<file path="src/btmx_pkg.sv">
// Package for the binary trie max-xor multiset block.
// Holds sizes, operation and status codes, and the queue entry type. No dependencies.
package btmx_pkg;

   localparam int KEY_BITS   = 32;
   localparam int NODES      = 4096;
   localparam int COUNT_BITS = 16;
   localparam int NODE_BITS  = $clog2(NODES);
   localparam int FREE_BITS  = $clog2(NODES + 1);
   localparam int LVL_BITS   = $clog2(KEY_BITS + 1);
   localparam int QDEPTH     = 2;
   localparam int QPTR_BITS  = 1;

   localparam logic [COUNT_BITS-1:0] COUNT_MAX = {COUNT_BITS{1'b1}};

   typedef enum logic [1:0] {
      KIND_ADD    = 2'd0,
      KIND_REMOVE = 2'd1,
      KIND_QUERY  = 2'd2,
      KIND_NONE   = 2'd3
   } kind_type;

   typedef enum logic [1:0] {
      ST_OK      = 2'd0,
      ST_FULL    = 2'd1,
      ST_ABSENT  = 2'd2,
      ST_EMPTY   = 2'd3
   } status_type;

   typedef struct packed {
      kind_type               kind;
      logic [KEY_BITS-1:0]    key;
   } cmd_type;

   typedef enum logic [3:0] {
      S_INIT,
      S_IDLE,
      S_CHECK_RD,
      S_CHECK_WT,
      S_CHECK,
      S_APPLY_RD,
      S_APPLY_WT,
      S_APPLY,
      S_DONE
   } state_type;

endpackage

</file>
<file path="src/btmx_front.sv">
// Front end of the trie block: accepts request transfers, decodes the kind
// and holds them in a short queue for the back end. Uses btmx_pkg.
module btmx_front (
   input  logic                 clock,
   input  logic                 reset,
   input  logic                 req_tvalid,
   output logic                 req_tready,
   input  logic [1:0]           req_tuser,
   input  logic [31:0]          req_tdata,
   output logic                 cmd_valid,
   input  logic                 cmd_ready,
   output btmx_pkg::cmd_type    cmd
);

   btmx_pkg::cmd_type                 q_ff [btmx_pkg::QDEPTH];
   logic [btmx_pkg::QPTR_BITS-1:0]    wr_ff, wr_in, rd_ff, rd_in;
   logic [btmx_pkg::QPTR_BITS:0]      cnt_ff, cnt_in;
   logic                              push, pop;
   btmx_pkg::cmd_type                 incoming;

   always_comb begin
      incoming.kind = btmx_pkg::kind_type'(req_tuser);
      incoming.key  = req_tdata[btmx_pkg::KEY_BITS-1:0];
   end

   assign req_tready = (cnt_ff != (btmx_pkg::QPTR_BITS+1)'(btmx_pkg::QDEPTH));
   assign cmd_valid  = (cnt_ff != '0);
   assign cmd        = q_ff[rd_ff];
   assign push       = req_tvalid && req_tready;
   assign pop        = cmd_valid && cmd_ready;

   always_comb begin
      wr_in  = push ? wr_ff + 1'b1 : wr_ff;
      rd_in  = pop ? rd_ff + 1'b1 : rd_ff;
      cnt_in = cnt_ff + {{btmx_pkg::QPTR_BITS{1'b0}}, push} - {{btmx_pkg::QPTR_BITS{1'b0}}, pop};
   end

   always_ff @(posedge clock) begin
      if (reset) begin
         wr_ff  <= '0;
         rd_ff  <= '0;
         cnt_ff <= '0;
      end else begin
         wr_ff  <= wr_in;
         rd_ff  <= rd_in;
         cnt_ff <= cnt_in;
      end
   end

   always_ff @(posedge clock) begin
      if (push) begin
         q_ff[wr_ff] <= incoming;
      end
   end

`ifndef SYNTHESIS
   a_no_overflow: assert property (@(posedge clock) disable iff (reset)
      cnt_ff <= (btmx_pkg::QPTR_BITS+1)'(btmx_pkg::QDEPTH))
      else $error("queue count overflow");
   a_pop_nonempty: assert property (@(posedge clock) disable iff (reset)
      pop |-> cnt_ff != '0)
      else $error("pop from empty queue");
   a_cnt_track: assert property (@(posedge clock) disable iff (reset)
      (push && !pop) |=> cnt_ff == $past(cnt_ff) + 1'b1)
      else $error("queue count did not advance");
`endif

endmodule

</file>
<file path="config.mk">
export PLATFORM = sky130hd
export DESIGN_NAME = btmx_front
export DESIGN_NICKNAME = d
export VERILOG_FILES = /design/src/btmx_pkg.sv /design/src/btmx_front.sv
export SDC_FILE = /design/constraint.sdc
export NUM_CORES = 1
export LEC_CHECK = 0
export ABC_AREA = 0
export BUFFER_PORTS_ARGS = -buffer_cell sky130_fd_sc_hd__buf_4
export CAP_MARGIN = 5
export CELL_PAD_IN_SITES_DETAIL_PLACEMENT = 2
export CELL_PAD_IN_SITES_GLOBAL_PLACEMENT = 2
export CORE_ASPECT_RATIO = 1.4
export CORE_MARGIN = 3
export CORE_UTILIZATION = 33
export CTS_CLUSTER_SIZE = 16
export DETAILED_ROUTE_END_ITERATION = 8
export PLACE_DENSITY = 0.72
export SLEW_MARGIN = 30
export SYNTH_ARGS = -nofsm -noshare
export SYNTH_HDL_FRONTEND = slang
export SYNTH_SLANG_ARGS = --single-unit
</file>
<file path="constraint.sdc">
create_clock -name clock -period 1.9 [get_ports clock]
set_input_delay 0.095 -clock clock [delete_from_list [all_inputs] [get_ports clock]]
set_output_delay 0.095 -clock clock [all_outputs]
set_load 0.1 [all_outputs]
</file>
Word-level counts from Yosys, hierarchy flattened
Memory sizes are Yosys's and may differ from the RTL's. A register that Yosys moved wholly into a read port is not among the register bits.
Index checks and enable logic that the tools add are counted.

operators by class
  reduce and logical (&&, ||, !) cells = 3
  add/subtract/negate cells = 4
  multiplexer cells = 4
  equality and inequality tests = 1

operators by type and width
  operator               count
  $mux W1                4
  $add A1 B1 Y1 const B  2
  $add A2 B1 Y2          1
  $logic_and A1 B1 Y1    2
  $ne A2 B2 Y1 const B   1
  $reduce_bool A2 Y1     1
  $sub A2 B1 Y2          1

word-level totals
  bits in writable memories = 68
  output and inout port bits = 36
  memories kept = 1
  logic and storage cells = 16
  bits of input ports = 38
  register bits = 4

memories
  name  words  bits a word  read ports  clocked after memory_dff  wr ports  RTL line          text
  q_ff  2      34           1           1                         1         btmx_front.sv:15  btmx_pkg::cmd_type q_ff [btmx_pkg::QDEPTH];

Logic depth before layout (Yosys ltp)
Gate-level depths: netlist of the first run.

  word-level depth = 4
  gate-level depth with buffers = 6
  gate-level depth less buffers = 6

Least setup slack after synthesis of the first run
No wires, ideal clock.

  path kind = register to register
  from = register cnt_ff[0] (netlist bit)
  to = memory q_ff[1][0] (netlist bit) (enable)
  data required time = 1.506 ns
  cell stages (with the launch flop) = 3
  arrival time = 2.261 ns
  setup time = 0.394 ns
  path buffers = 0
  setup slack = -0.755 ns
  path through = dfxtp_1 nand2b_1 and3_1

on the way
  cells in the longest elaborated chain, start to end = 4

ends and longest elaborated chain
  element                        RTL line          text
  from (decl)                    btmx_front.sv:17  logic [btmx_pkg::QPTR_BITS:0] cnt_ff, cnt_in;
  from (signal assigned)         btmx_front.sv:46  cnt_ff <= cnt_in;
  $ne A2 B2 Y1                   btmx_front.sv:26  assign req_tready = (cnt_ff != (btmx_pkg::QPTR_BITS+1)'(btmx_pkg::QDEPTH));
  net req_tready                 btmx_front.sv:7   output logic req_tready,
  $logic_and A1 B1 Y1            btmx_front.sv:29  assign push = req_tvalid && req_tready;
  $mux W1                        btmx_front.sv:51  if (push) begin
  $mux W1 (not written as such)  btmx_front.sv:52  q_ff[wr_ff] <= incoming;
  to (decl)                      btmx_front.sv:15

The timed path passes the listed nets, and every way through them passes these cells.

==> results of run 1 <==
## routing by layer
metal | GRT usage, % | up-vias
li1 | - | 765
met1 | 14.8 | 788
met2 | 26.2 | 38
met3 | 2.39 | 4
met4 | 7.20 | 0
met5 | 0 | -
## worst paths after layout
check / from / slack (ps) / endpoint
hold reg to reg: rd_ff / 540 / flop
setup reg to reg: cnt_ff[1] / 320 / cnt_ff[1]
setup / recovery: flop / 270 / cmd[7]
hold / removal: req_tvalid / 130 / wr_ff
## through the flow
step,cell area [um^2],std cells,hold WS [ps],worst slack (ps),util [%]
after global routing,3950,359,132,174,50.0
after CTS,3950,359,109,219,50.0
after detailed placement,3420,309,283,320,43.3
final,3950,359,126,268,50.0
after global placement,3420,309,280,350,43.3
after floorplan,2720,135,164,129,-
## worst register-to-register path, delay by kind of cell (launching register included)
kind                       cells  cell delay (ps)
DFF                            1              470
AOI/OAI and AO/OA              1              220
and+or+nand+nor                3              320
muxes                          1              280
adders and majority gates      1              190
## flip-flops by register name, summed over array words and instances, names as in the netlist, named ones only
signal,cells
rd_ff,1
wr_ff,1
cnt_ff,2
q_ff,68
## area by class of cell
type	instances	area, um^2
Fill cell	769	3950
Sequential cell	73	2140
Timing Repair Buffer	113	948
Multi-Input combinational cell	57	546
Clock buffer	11	131
Tap cell	100	125
Clock inverter	4	45.0
Inverter	1	7.51
## where the power goes
part	internal, mW	switching (mW)	total [mW]
registers	1.96	0.0666	2.02
clock network	0.594	0.501	1.10
logic	0.626	1.85	2.48
## placed cells by master, fill, tap and decap left out
cell type / n
clkinv_2: 3
ha_1: 1
nor2_1: 5
dfxtp_1: 5
a21oi_1: 1
nand3_1: 1
and2b_1: 1
or2_2: 1
bufinv_16: 1
a21bo_2: 1
nor2b_1: 2
and3_2: 1
xor2_1: 1
mux2_2: 34
buf_4: 77
a21bo_1: 1
o21ai_0: 2
clkbuf_8: 9
nand2b_4: 1
clkinvlp_4: 1
a211oi_1: 1
nand3b_1: 1
buf_12: 1
clkbuf_1: 2
dlygate4sd3_1: 35
edfxtp_1: 68
mux2_1: 1
a32oi_1: 1
## cell families (layout without fill, tap and decap cells)
group	Yosys count	in the layout	share of synthesized area, %
buffers and inverters	5	129	1.15
flip-flops	73	73	79.0
adder cells (fa/ha/maj)	1	1	0.462
AO/OA/AOI/OAI	7	7	1.89
AND/OR/NAND/NOR	13	13	2.59
XOR/XNOR	1	1	0.323
multiplexers	35	35	14.5
## what timing repair did
action | 4_1_cts | 5_1_grt
hold buffers | 35 | 0
endpoints found under the hold margin | 72 | 0
setup buffers | 0 | 0
setup endpoints to repair | 0 | 0
==> results.tsv, run 1 <==
stage	metric	value	unit
status	status	finished clean	
power_and_ir_drop	vdd_drop_max	0.620	mV
clocking	h-tree-depth	3	
worst_setup_path	worstSetupPathType	reg -> out	
timing	fin_crit_sh	85.9	%
yosys	synth_seq_cells	73	
timing	maxSlewViolCount	0	
worst_setup_path	cp_slowest_cell	mux2_2	
drt	first_iter_violations	63	
worst_setup_path	arrival	1540	ps
die	ioPinCount	74	
grt	gr-total-overflow	0	
clocking	clkTransAtPathRegs	60	ps
die	rows	38	
yosys	ys_seq_area_share	79.0	%
worst_setup_path	start_kind	flop	
die	die_h	113	um
timing	fin_crit	1630	ps
timing	grt_setup_unrepaired	false	
worst_hold_path	hold_path_class	in -> reg	
worst_setup_path	endpoint_kind	output pin	
power_and_ir_drop	finalPower	5.60	mW
drt	via_per_inst	4.44	
cells_and_area	drive_gt1_share	50.2	%
cells_and_area	area_growth	45.6	%
worst_setup_path	cp_num_cells	3	
die	die_area	0.00935	mm^2
yosys	avgSynthCellArea	20.1	um^2
placed_design	gp_congestion	0.718	
power_and_ir_drop	power_density	1420	mW/mm^2
placed_design	dp_hpwl	4200	um
timing	timing.fmax	613	MHz
cells_and_area	n_antenna_cell	0	
clocking	cts_tree	done	
flow_run	maxCapViolations	0	
worst_hold_path	holdPathStages	3	
worst_setup_path	crit_chain	buf_4, mux2_2, buf_4	
drt	drtAntennaViolNets	0	
yosys	synth_top_area_share	75.3	%
grt	grt_max_degree	35	
clocking	root_buffer	clkbuf_8	
timing	fin_skew	7.69	ps
yosys	synth_enable_flop_cells	68	
worst_setup_path	worstRegToRegCells	6	
grt	grt_use_total	14.2	%
drt	wl_met1	2160	um
worst_setup_path	worstPathMaxFanout	17	
die	core	0.00789	mm^2
timing	worst_pin_slew	293	ps
power_and_ir_drop	leakage	1.50	nW
drt	met3_length	225	um
clocking	clk_latency	320	ps
worst_setup_path	slowest_delay	390	ps
worst_setup_path	required	1800	ps
timing	max_slew_margin	80.6	%
timing	setup_viol	0	
yosys	synth_most_common_cell	edfxtp_1	
yosys	syn_area	0.00271	mm^2
yosys	syn-num-nets	174	
worst_setup_path	path_common_cell	buf_4	
die	die_w	82.6	um
clocking	cts_made_buffers	9	
yosys	ys.flop_type	edfxtp_1	
clocking	clock_path_buffers	2	
worst_setup_path	path_buf_inv	2	
grt	grt_pass1_wl	9440	um
grt	grt_pass1_vias	1790	
timing	setup_tns	0	ps
die	initial_core_util	34.3	%
drt	routed.top_layer	met4	
clocking	cts_sinks	73	
drt	route.met2.wl	3730	um
drt	detail_route.wirelength	6180	um
grt	antenna_found_initial	0	
drt	drt-pass1-iter-count	4	
cells_and_area	final_nets	294	
drt	vias	1595	
timing	finalHoldViolCount	0	
placed_design	port_buffers	73	
yosys	synth.distinct_cells	23	
yosys	synth_top_area_cell	edfxtp_1	
clocking	cts-resized-gates	0	
yosys	synthTopCellsByArea	edfxtp_1 75%, mux2_2 14%, dfxtp_1 3.7%, buf_4 0.83%, nor2_1 0.69%	
yosys	async_flop_share	0	%
yosys	synth_commonest_cells	68 x edfxtp_1, 34 x mux2_2, 5 x dfxtp_1, 5 x nor2_1, 3 x buf_4	
drt	routedWlPerCell	17.2	um
drt	drc_errors	0	
yosys	synth_cells	135	
yosys	yosysWarnings	0	
worst_setup_path	critPathTopFamily	buffers and inverters	
No activity file was read; power rests on OpenSTA's default activity.
==> inputs of run 2 (changes only) <==
--- a/config.mk
+++ b/config.mk
@@ -11,7 +11,6 @@
 export CELL_PAD_IN_SITES_DETAIL_PLACEMENT = 2
 export CELL_PAD_IN_SITES_GLOBAL_PLACEMENT = 2
 export CORE_ASPECT_RATIO = 1.4
-export CORE_MARGIN = 3
 export CORE_UTILIZATION = 33
 export CTS_CLUSTER_SIZE = 16
 export DETAILED_ROUTE_END_ITERATION = 8
==> results.tsv, run 2 (synthesis gave the netlist of run 1 again) <==
stage	metric	value	unit
worst_setup_path	endpoint_kind	output pin	
clocking	root_buffer	clkbuf_8	
placed_design	place_area	0.00342	mm^2
worst_setup_path	worstSetupPathType	reg -> out	
timing	setup_viol	0	
placed_design	port_buffers	73	
clocking	clkTransAtPathRegs	70	ps
placed_design	place_ws	326	ps
drt	first_iter_violations	23	
worst_hold_path	min_from	req_tvalid	
drt	routedWlPerCell	16.8	um
timing	grt_setup_unrepaired	false	
die	die_w	78.6	um
die	core	0.00785	mm^2
die	rows	38	
grt	grt_busiest_layer	met2	
timing	whs	125	ps
die	initial_core_util	34.5	%
clocking	clk_latency	340	ps
timing	max_slew_margin	80.7	%
timing	maxSlewViolCount	0	
grt	grt_pass1_vias	1862	
cells_and_area	final_util	50.8	%
timing	fin_crit_sh	87.1	%
drt	detail_route.wirelength	6030	um
timing	fin_skew	5.33	ps
power_and_ir_drop	leakage	1.51	nW
status	status	finished clean	
cells_and_area	drive_gt1_share	50.6	%
clocking	cts_tree	done	
cells_and_area	layout_common_cells	75 x buf_4, 68 x edfxtp_1, 35 x dlygate4sd3_1	
power_and_ir_drop	vdd_drop_max	0.936	mV
clocking	cts_made_buffers	9	
grt	gr-total-overflow	0	
grt	grt_max_degree	35	
cells_and_area	top_register	q_ff	
grt	use_met3	3.51	%
grt	grt.met2_usage	29.4	%
clocking	h-tree-depth	3	
power_and_ir_drop	power_density	1450	mW/mm^2
cells_and_area	reg.largest.list	q_ff x68, cnt_ff x2	
cells_and_area	largest_reg_flops	68	
grt	grt_pass1_wl	9420	um
drt	drt-pass1-iter-count	3	
worst_setup_path	worstPathMaxFanout	20	
timing	final.setup.worst_slack	244	ps
clocking	clock_path_buffers	2	
timing	fin_crit	1660	ps
power_and_ir_drop	finalPower	5.78	mW
worst_setup_path	reg2reg_from	cnt_ff[1]	
grt	antenna_found_initial	0	
placed_design	placed_cells	308	
timing	timing.fmax	604	MHz
timing	setup_tns	0	ps
worst_setup_path	arrival	1560	ps
cells_and_area	final_nets	293	
drt	via_per_inst	4.51	
placed_design	gp_congestion	0.701	
cells_and_area	n_antenna_cell	0	
grt	global_route.usage.met1	15.4	%
placed_design	dp_hpwl	3830	um
worst_setup_path	required	1800	ps
clocking	cts-resized-gates	0	
flow_run	maxCapViolations	0	
grt	grt_use_total	15.5	%
die	die_h	109	um
timing	finalHoldViolCount	0	
drt	drtAntennaViolNets	0	
cells_and_area	area_growth	47.0	%
cells_and_area	layout_commonest_cell	buf_4	
worst_setup_path	start_kind	flop	
die	ioPinCount	74	
drt	vias	1620	
clocking	cts_sinks	73	
cells_and_area	final_cell_area	0.00398	mm^2
worst_hold_path	hold_path_class	in -> reg	
die	die_area	0.00858	mm^2
timing	worst_pin_slew	292	ps
drt	drc_errors	0	
cells_and_area	final_cell_count_no_fill	359	
-- run 2: changes by cell type in the layout (fill, tap and decap cells not counted) --
cell	delta
buf_4	-2
bufinv_16	+1
clkinvlp_4	+1
clkinv_2	-1
buf_12	+1
dfxtp_1	-1
clkinv_1	+2
clkbuf_1	-2
dfxtp_2	+1
-- run 2: where the power goes --
| group | switching, mW | internal, mW | leakage (nW) |
|---|---|---|---|
| logic | 1.85 | 0.632 | 0.724 |
| registers | 0.0657 | 1.96 | 0.678 |
| clock network | 0.544 | 0.725 | 0.104 |
-- run 2: final cells by class --
class | count | area, um^2
fill | 716 | 3860
sequential | 73 | 2140
timing repair buffer | 112 | 953
multi-input combinational | 57 | 546
tap | 100 | 125
clock buffer | 9 | 124
clock inverter | 7 | 85.1
inverter | 1 | 7.51
-- run 2: worst max-delay path: stages (launching register included) --
cell and delay (ps):
dfxtp_2 330, buf_4 280, mux2_2 380, buf_4 230
-- run 2: repair_timing --
item                                    in CTS  in global routing
setup buffers                                0                  0
hold buffers                                35                  0
hold endpoints to repair                    72                  0
endpoints found under the setup margin       0                  0
-- run 2: layer usage --
metal / vias to the layer above / wire length (um)
met5: - / 0
met1: 815 / 2240
li1: 763 / -
met3: 7 / 175
met4: 0 / 100
met2: 35 / 3510
-- run 2: path summary, 6_finish.rpt --
path | end | slack (ps) | cells past startpoint
min | wr_ff | 120 | 3
max | cmd[14] | 240 | 3
min reg2reg | rd_ff | 530 | 2
max reg2reg | cnt_ff[1] | 320 | 6
==> inputs of run 3 (changes only) <==
--- a/config.mk
+++ b/config.mk
@@ -7,14 +7,13 @@
 export LEC_CHECK = 0
 export ABC_AREA = 0
 export BUFFER_PORTS_ARGS = -buffer_cell sky130_fd_sc_hd__buf_4
-export CAP_MARGIN = 5
-export CELL_PAD_IN_SITES_DETAIL_PLACEMENT = 2
-export CELL_PAD_IN_SITES_GLOBAL_PLACEMENT = 2
+export CAP_MARGIN = 0
 export CORE_ASPECT_RATIO = 1.4
-export CORE_UTILIZATION = 33
+export CORE_UTILIZATION = 44
+export CTS_CLUSTER_DIAMETER = 150
 export CTS_CLUSTER_SIZE = 16
 export DETAILED_ROUTE_END_ITERATION = 8
-export PLACE_DENSITY = 0.72
+export PLACE_DENSITY = 0.7
 export SLEW_MARGIN = 30
 export SYNTH_ARGS = -nofsm -noshare
 export SYNTH_HDL_FRONTEND = slang
==> results.tsv, run 3 (synthesis gave the netlist of run 1 again) <==
stage	metric	value	unit
status	status	finished clean	
drt	drc_errors	0	
worst_setup_path	worstSetupPathType	reg -> out	
drt	via_per_inst	4.72	
drt	routedWlPerCell	15.1	um
timing	setup_viol	0	
timing	setup_tns	0	ps
cells_and_area	n_antenna_cell	0	
worst_hold_path	hold_path_class	in -> reg	
cells_and_area	reg.largest.list	q_ff x68, cnt_ff x2	
placed_design	port_buffers	73	
timing	timing.fmax	585	MHz
worst_setup_path	worstPathMaxFanout	28	
placed_design	gp_congestion	0.704	
timing	fin_skew	4.88	ps
worst_hold_path	min_from	req_tvalid	
grt	grt_busiest_layer	met2	
worst_setup_path	worstRegToRegCells	6	
clocking	clock_path_buffers	2	
grt	grt_pass1_vias	1632	
worst_setup_path	endpoint_kind	output pin	
power_and_ir_drop	vdd_drop_max	1.16	mV
die	die_h	94.9	um
drt	vias	1552	
cells_and_area	final_cell_count_no_fill	329	
worst_setup_path	arrival	1610	ps
worst_setup_path	ff2ff_setup_slack	330	ps
flow_run	maxCapViolations	0	
drt	drt-pass1-iter-count	4	
grt	use_met3	4.59	%
clocking	cts_sinks	73	
worst_setup_path	reg2reg_to	cnt_ff[1]	
drt	detail_route.wirelength	4970	um
die	ioPinCount	74	
clocking	cts_made_buffers	9	
clocking	h-tree-depth	3	
grt	grt_use_total	16.8	%
worst_setup_path	start_kind	flop	
die	rows	33	
clocking	root_buffer	clkbuf_8	
cells_and_area	fill_cells	425	
placed_design	dp_hpwl	3060	um
timing	fin_crit_sh	89.9	%
cells_and_area	register_area	0.00214	mm^2
timing	finalHoldViolCount	0	
die	die_area	0.00648	mm^2
placed_design	placed_cells	278	
grt	grt.met2_usage	30.5	%
cells_and_area	top_register	q_ff	
timing	max_slew_margin	80.2	%
grt	global_route.usage.met1	16.8	%
power_and_ir_drop	power_density	1460	mW/mm^2
die	initial_core_util	45.9	%
cells_and_area	layout_commonest_cell	buf_4	
clocking	clk_latency	340	ps
die	die_w	68.3	um
clocking	cts_tree	done	
cells_and_area	drive_gt1_share	51.4	%
timing	whs	102	ps
clocking	cts-resized-gates	0	
worst_setup_path	reg2reg_from	cnt_ff[1]	
cells_and_area	multiInputGateArea	546	um^2
cells_and_area	area_growth	46.4	%
clocking	cts_hold_buf	35	
grt	grt_pass1_wl	7540	um
timing	final.setup.worst_slack	191	ps
clocking	clkTransAtPathRegs	70	ps
grt	antenna_found_initial	0	
timing	fin_crit	1710	ps
grt	grt_max_degree	29	
cells_and_area	final_nets	293	
cells_and_area	layout_common_cells	74 x buf_4, 68 x edfxtp_1, 35 x dlygate4sd3_1	
clocking	cts_setup_buffers	0	
worst_setup_path	required	1800	ps
grt	gr-total-overflow	0	
die	core	0.00590	mm^2
drt	first_iter_violations	61	
placed_design	place_ws	339	ps
timing	worst_pin_slew	296	ps
cells_and_area	largest_reg_flops	68	
timing	grt_setup_unrepaired	false	
drt	drtAntennaViolNets	0	
worst_setup_path	cp-endpoint	cmd[18]	
timing	maxSlewViolCount	0	
power_and_ir_drop	leakage	1.51	nW
run 3: critical path: stages, from the launching register on:
cell	delay (ps)
dfxtp_2	450
buf_12	230
mux2_2	370
buf_4	230
run 3: report_power, final:
| part | switching, mW | total (mW) | internal, mW |
|---|---|---|---|
| Clock | 0.561 | 1.30 | 0.738 |
| Sequential | 0.0777 | 2.03 | 1.96 |
| Combinational | 1.81 | 2.45 | 0.642 |
| Total | 2.45 | 5.79 | 3.34 |
run 3: metal layers:
metal	part of all wire, %	routed length [um]	vias to the layer above
met2	58	2900	39
li1	-	-	759
met1	36	1790	744
met5	0	0	-
met3	3.6	180	10
met4	2.0	99	0
run 3: stage by stage:
step | util [%] | instance area [um^2] | total power, mW
4_1_cts | 67.2 | 3970 | 5.83
5_1_grt | 67.2 | 3970 | 5.97
3_3_place_gp | 57.6 | 3400 | 4.46
6_report | 67.2 | 3970 | 5.79
2_1_floorplan | - | 2720 | 4.00
3_5_place_dp | 57.6 | 3400 | 4.48
run 3: layout make-up:
cell class / instances / area share (%)
Inverter: 1 / 0.189
Sequential cell: 73 / 54.0
Multi-Input combinational cell: 57 / 13.7
Clock inverter: 7 / 2.37
Tap cell: 70 / 2.21
Clock buffer: 9 / 3.12
Timing Repair Buffer: 112 / 24.3
run 3: worst min-delay path by stage:
stage	to	slack, ps	cells after the start
floorplan	wr_ff	160	1
global placement	q_ff[0][18]	280	1
detailed placement	q_ff[1][33]	280	1
CTS	wr_ff	90	3
global route	wr_ff	110	3
finish	wr_ff	100	3
